==> src/rtl/mt_pkg.sv <==
// Shared constants and types for the Mersenne Twister generator.
package mt_pkg;

    localparam int unsigned MT_WORDS = 624;
    localparam int unsigned MT_SHIFT = 397;
    localparam int unsigned MT_CNT_W = $clog2(MT_WORDS);

    localparam logic [31:0] MT_MATRIX       = 32'h9908_B0DF;
    localparam logic [31:0] MT_UPPER        = 32'h8000_0000;
    localparam logic [31:0] MT_LOWER        = 32'h7FFF_FFFF;
    localparam logic [31:0] MT_TEMPER_B     = 32'h9D2C_5680;
    localparam logic [31:0] MT_TEMPER_C     = 32'hEFC6_0000;
    localparam logic [31:0] MT_SEED_MULT    = 32'd69069;
    localparam logic [31:0] MT_DEFAULT_SEED = 32'd4357;

    typedef enum logic [1:0] {
        ST_SEED,
        ST_READY,
        ST_TEMPER
    } t_state;

    typedef struct packed {
        logic        shift;
        logic        load_seed;
        logic [31:0] seed_word;
    } t_chain_ctrl;

endpackage

==> src/rtl/mt_temper.sv <==
// Output stage: temper the raw word and scale its low half by the limit.
module mt_temper
    import mt_pkg::*;
(
    input  logic        i_clk,
    input  logic        i_rst_n,
    input  logic        i_valid,
    input  logic [31:0] i_raw,
    input  logic [15:0] i_limit,
    output logic        o_valid,
    output logic [31:0] o_random_value,
    output logic [15:0] o_scaled_value
);

    logic        r_valid;
    logic [31:0] r_random;
    logic [15:0] r_scaled;
    logic [31:0] w_t1;
    logic [31:0] w_t2;
    logic [31:0] w_t3;
    logic [31:0] w_t4;
    logic [31:0] w_prod;

    always_comb begin
        w_t1   = i_raw ^ (i_raw >> 11);
        w_t2   = w_t1 ^ ((w_t1 << 7) & MT_TEMPER_B);
        w_t3   = w_t2 ^ ((w_t2 << 15) & MT_TEMPER_C);
        w_t4   = w_t3 ^ (w_t3 >> 18);
        w_prod = {16'd0, w_t4[15:0]} * {16'd0, i_limit};
    end

    always_ff @(posedge i_clk) begin
        if (!i_rst_n) begin
            r_valid <= 1'b0;
        end else begin
            r_valid <= i_valid;
        end
    end

    always_ff @(posedge i_clk) begin
        if (i_valid) begin
            r_random <= w_t4;
            r_scaled <= w_prod[31:16];
        end
    end

    assign o_valid        = r_valid;
    assign o_random_value = r_random;
    assign o_scaled_value = r_scaled;

endmodule

==> config.mk <==
export PLATFORM = sky130hd
export DESIGN_NAME = mt_temper
export DESIGN_NICKNAME = d
export VERILOG_FILES = /design/src/rtl/mt_pkg.sv /design/src/rtl/mt_temper.sv
export SDC_FILE = /design/constraint.sdc
export NUM_CORES = 1
export LEC_CHECK = 0
export ABC_AREA = 1
export BUFFER_PORTS_ARGS = -buffer_cell sky130_fd_sc_hd__clkbuf_2
export CELL_PAD_IN_SITES_DETAIL_PLACEMENT = 1
export CELL_PAD_IN_SITES_GLOBAL_PLACEMENT = 1
export CORE_UTILIZATION = 43
export CTS_BUF_LIST = sky130_fd_sc_hd__clkbuf_8
export DETAILED_ROUTE_END_ITERATION = 6
export HOLD_SLACK_MARGIN = 0.15
export PLACE_DENSITY_LB_ADDON = 0.1
export SETUP_SLACK_MARGIN = 0.05
export SYNTH_ARGS = -nofsm -noshare
export SYNTH_HDL_FRONTEND = slang
export SYNTH_SLANG_ARGS = --single-unit
==> constraint.sdc <==
create_clock -name i_clk -period 6.6 [get_ports i_clk]
set_clock_uncertainty 0.2 [all_clocks]
set_input_delay 0.33 -clock i_clk [delete_from_list [all_inputs] [get_ports i_clk]]
set_output_delay 0.33 -clock i_clk [all_outputs]
set_load 0.01 [all_outputs]
Yosys cells after proc, flatten, opt, wreduce, memory -nomap -nowiden. Cells that the tools add are included.

Bitwise logic cells: 4. Multiply operators: 1.

Operators by type and width (count): XOR 32 bit (2); multiplier 16 x 16 -> 32 bit (1); XOR 32 x 14 -> 32 bit (1); XOR 32 x 21 -> 32 bit (1).

Logic and storage cells: 8. Register bits after elaboration: 49.

Depth between registers and ports, before layout.
Depth after elaboration: 5. Mapped depth: 33. Gate-level depth less buffers: 32.

Worst setup path before layout. Ideal clock, no wire load.

Kind: input to register. From: in i_raw[31]. To: reg r_scaled[14], in the netlist o_scaled_value[14], data pin. Library setup time: 252 ps. Data required time: 6148 ps. Buffers on the path: 1. Arrival time: 5896 ps. Path slack: 251 ps. Stages on the path: 28. Cell sequence: or2_1 nand2_1 xnor2_1 xnor2_1 inv_1 or2_1 nand2_2 inv_2 buf_4 nand2_1 fa_1 fa_1 inv_1 fa_1 fa_1 fa_1 inv_1 fa_1 inv_1 ha_1 a21oi_1 inv_1 a21oi_1 o21ai_0 a2111oi_0 nand2_1 nand2_1 nand2_1.

Longest elaborated chain between the ends: 5.

Ends and longest elaborated chain: from (decl) (line mt_temper.sv:8) `input logic [31:0] i_raw,`; XOR 32 x 21 -> 32 bit (line mt_temper.sv:25) `w_t1 = i_raw ^ (i_raw >> 11);`; XOR 32 bit (line mt_temper.sv:26) `w_t2 = w_t1 ^ ((w_t1 << 7) & MT_TEMPER_B);`; XOR 32 bit (line mt_temper.sv:27) `w_t3 = w_t2 ^ ((w_t2 << 15) & MT_TEMPER_C);`; named net w_t3[27] (line mt_temper.sv:20) `logic [31:0] w_t3;`; XOR 32 x 14 -> 32 bit (line mt_temper.sv:28) `w_t4 = w_t3 ^ (w_t3 >> 18);`; named net w_t4[9] (line mt_temper.sv:21) `logic [31:0] w_t4;`; multiplier 16 x 16 -> 32 bit (line mt_temper.sv:29) `w_prod = {16'd0, w_t4[15:0]} * {16'd0, i_limit};`; named net w_prod[30] (line mt_temper.sv:22) `logic [31:0] w_prod;`; to (signal assigned) (line mt_temper.sv:43) `r_scaled <= w_prod[31:16];`; to (decl) (line mt_temper.sv:17) `logic [15:0] r_scaled;`.

The timed path passes the listed nets, and every way through them passes these cells. A chain may end at the register's enable or synchronous reset.

Final worst setup path.
From: in i_raw[20]. To: reg r_scaled[4], in the netlist o_scaled_value[4], data pin.

Longest elaborated chain between the ends: 5.

Ends and longest elaborated chain (line): XOR 32 x 21 -> 32 bit (mt_temper.sv:25); XOR 32 bit (mt_temper.sv:26); XOR 32 bit (mt_temper.sv:27); named net w_t3[27] (mt_temper.sv:20); XOR 32 x 14 -> 32 bit (mt_temper.sv:28); multiplier 16 x 16 -> 32 bit (mt_temper.sv:29); named net w_prod[20] (mt_temper.sv:22).

The timed path passes the listed nets, and every way through them passes these cells.

==> results.sh <==
export IMPL_synth_edf_count=48
export IMPL_syn_nets=1656
export IMPL_crit_type="input pin to flip-flop"
export IMPL_cts_buffers_inserted=5
export IMPL_synth_top_family_by_area="adder cells"
export IMPL_diodes=0
export IMPL_root_buffer="clkbuf_8"
export IMPL_max_freq_mhz=155
export IMPL_syn_area_sq_um=10800
export IMPL_areaGrowthSynthToFinish_pct=25.2
export IMPL_crit_fanout=5
export IMPL_die_h_um=160
export IMPL_die_area_sq_um=25700
export IMPL_grt_pass1_vias=10349
export IMPL_netlist_area_leader_share_pct=35.8
export IMPL_ys_seq_elements=49
export IMPL_ys_seq_area_share_pct=13.5
export IMPL_rsz0062_at_grt="yes"
export IMPL_hold_viol=0
export IMPL_start_util_pct=44.1
export IMPL_numClockSinks=49
export IMPL_grt_usage_pct=29.1
export IMPL_routed_wl_um=36200
export IMPL_setup_tns_ns=0
export IMPL_ant_nets=0
export IMPL_synthAdderAreaFrac_pct=47.5
export IMPL_cts_max_path_buffers=2
export IMPL_endpoint_kind="flip-flop"
export IMPL_grt_remaining_overflow=0
export IMPL_slowest_stage="fa_2"
export IMPL_max_stage_delay_ns=0.59
export IMPL_relSlewSlack_pct=62.5
export IMPL_drtIter0Drc=568
export IMPL_cpMostUsedCell="fa_1"
export IMPL_io_buffers=99
export IMPL_nets=1898
export IMPL_ys_types=40
export IMPL_gp_congestion=0.930
export IMPL_synth_mux_area_fraction_pct=0
export IMPL_yosys_most_used_dff="edfxtp_1"
export IMPL_required_ns=6.52
export IMPL_holdPathStages=4
export IMPL_route_detailed_drc=0
export IMPL_dpl_cell_area_sq_um=12600
export IMPL_finalCritPeriodShare_pct=97.7
export IMPL_dpl_hpwl_um=30700
export IMPL_path_clk_slew_ns=0.13
export IMPL_yosys_area_top_type="fa_1"
export IMPL_yosys_area_share_simple_pct=18.8
export IMPL_worstPathArrival_ns=6.37
export IMPL_drv_cap=0
export IMPL_dr_pass1_iters=5
export IMPL_synthArstFlopShare_pct=0
export IMPL_wl_per_cell_um=19.3
export IMPL_placementRows=57
export IMPL_cts_tree="built"
export IMPL_slew_viol_final=0
export IMPL_start_kind="input pin"
export IMPL_vias=9426
export IMPL_die_width_um=160
export IMPL_timing_hold_ws_ns=0.281
export IMPL_grt_pass1_wl_um=56700
export IMPL_syn_inst=1311
export IMPL_coreArea_sq_um=24500
export IMPL_outcome="complete, no violations"
export IMPL_ys_top_cells_by_area="fa_1, edfxtp_1, ha_1"
export IMPL_grt_start_max_net_pins=37
export IMPL_yosys_area_share_xor_xnor_pct=3.78
export IMPL_hold_path_class="input pin to flip-flop"
export IMPL_period_minus_slack_ns=6.45
export IMPL_synthTopCellsByCount="inv_1, nand2_1, fa_1, nor2_1, ha_1"
export IMPL_h_tree_depth=2
export IMPL_synth_most_common_cell="inv_1"
export IMPL_worstMarginPinSlew_ns=0.562
export IMPL_viasPerCell=5.02
export IMPL_drive_gt1_share_pct=25.7
export IMPL_setup_viol_count_final=0
export IMPL_yosysWarnings=0
export IMPL_grt_antenna_before_repair=0
export IMPL_synth_compound_area_share_pct=3.89
export IMPL_num_io_pins=100
export IMPL_fin_area_sq_um=13500
export IMPL_synth_avg_cell_area_sq_um=8.23
[flip-flops by register name (all words and copies together) (netlist names)]
register,count
o_random_value,32
o_scaled_value,16
o_valid,1
[layout make-up]
class | instances | area (sq um)
Clock inverter | 3 | 28.8
Sequential cell | 49 | 1460
Multi-Input combinational cell | 913 | 8520
Clock buffer | 5 | 68.8
Fill cell | 2987 | 11000
Tap cell | 324 | 405
Inverter | 326 | 1260
Timing Repair Buffer | 258 | 1760
[layout by cell type (no fill, tap or decap), types with 3 or more instances in the layout]
master / count
a21o_1: 4
a21oi_1: 24
a21oi_2: 11
a21oi_4: 3
a31oi_1: 4
buf_12: 3
buf_4: 151
buf_6: 6
clkbuf_2: 95
clkbuf_8: 5
clkinv_1: 6
edfxtp_1: 48
fa_1: 181
fa_2: 12
ha_1: 93
ha_4: 7
inv_1: 300
inv_2: 13
inv_6: 3
nand2_1: 264
nand2_2: 24
nand2_4: 7
nand3_1: 27
nor2_1: 143
nor2_2: 8
nor2_4: 4
nor3_1: 3
nor3_2: 4
o21ai_0: 17
o21ai_2: 5
or2_1: 4
or2_2: 3
or2_4: 3
xnor2_1: 10
xnor2_2: 8
xor2_1: 15
xor2_2: 7
[path summary, 6_finish.rpt]
kind	from	to	slack, ns
max	i_raw[20]	o_scaled_value[4]	0.15
min	i_raw[30]	o_random_value[30]	0.28
[critical path, delay by kind of cell]
family / cells / cell delay, ns
compound gates: 5 / 0.66
xor+xnor: 3 / 0.40
fa+ha+maj: 7 / 3.37
buf+inv: 10 / 0.81
simple gates: 5 / 0.79
[cells by family after synthesis]
family	Yosys count
fa+ha+maj	294
compound gates	76
simple gates	499
flops	49
buf+inv	349
xor+xnor	44
[metrics by stage]
stage	setup slack, ns	cells	util, %
after CTS	0.0538	1863	52.6
final	0.154	1878	55.2
after detailed placement	-0.608	1851	51.6
after global placement	-0.458	1851	51.6
after global routing	-0.0728	1878	55.2
after floorplan	0.251	1311	-
[per-layer routing]
layer  part of all wire [%]  global-route usage [%]  up-vias  wire length (um)
met5                      0                       0        -                 0
met4                    3.2                    8.53        0              1150
met3                    5.8                    5.04       60              2080
met2                     49                    48.8      253             17900
met1                     42                    38.6     4751             15100
li1                       -                       -     4362                 -
[repair_timing]
action                                  in CTS  in global routing
hold endpoints to repair                     2                  0
endpoints found under the setup margin      14                 16
pin swaps                                   10                 58
buffers inserted                             2                 15
hold buffers                                 2                  0
gates resized for setup                     25                123
Power is left out: the tool's default activity adds up to more than one toggle a clock period on the data nets, which glitch-free logic cannot reach.
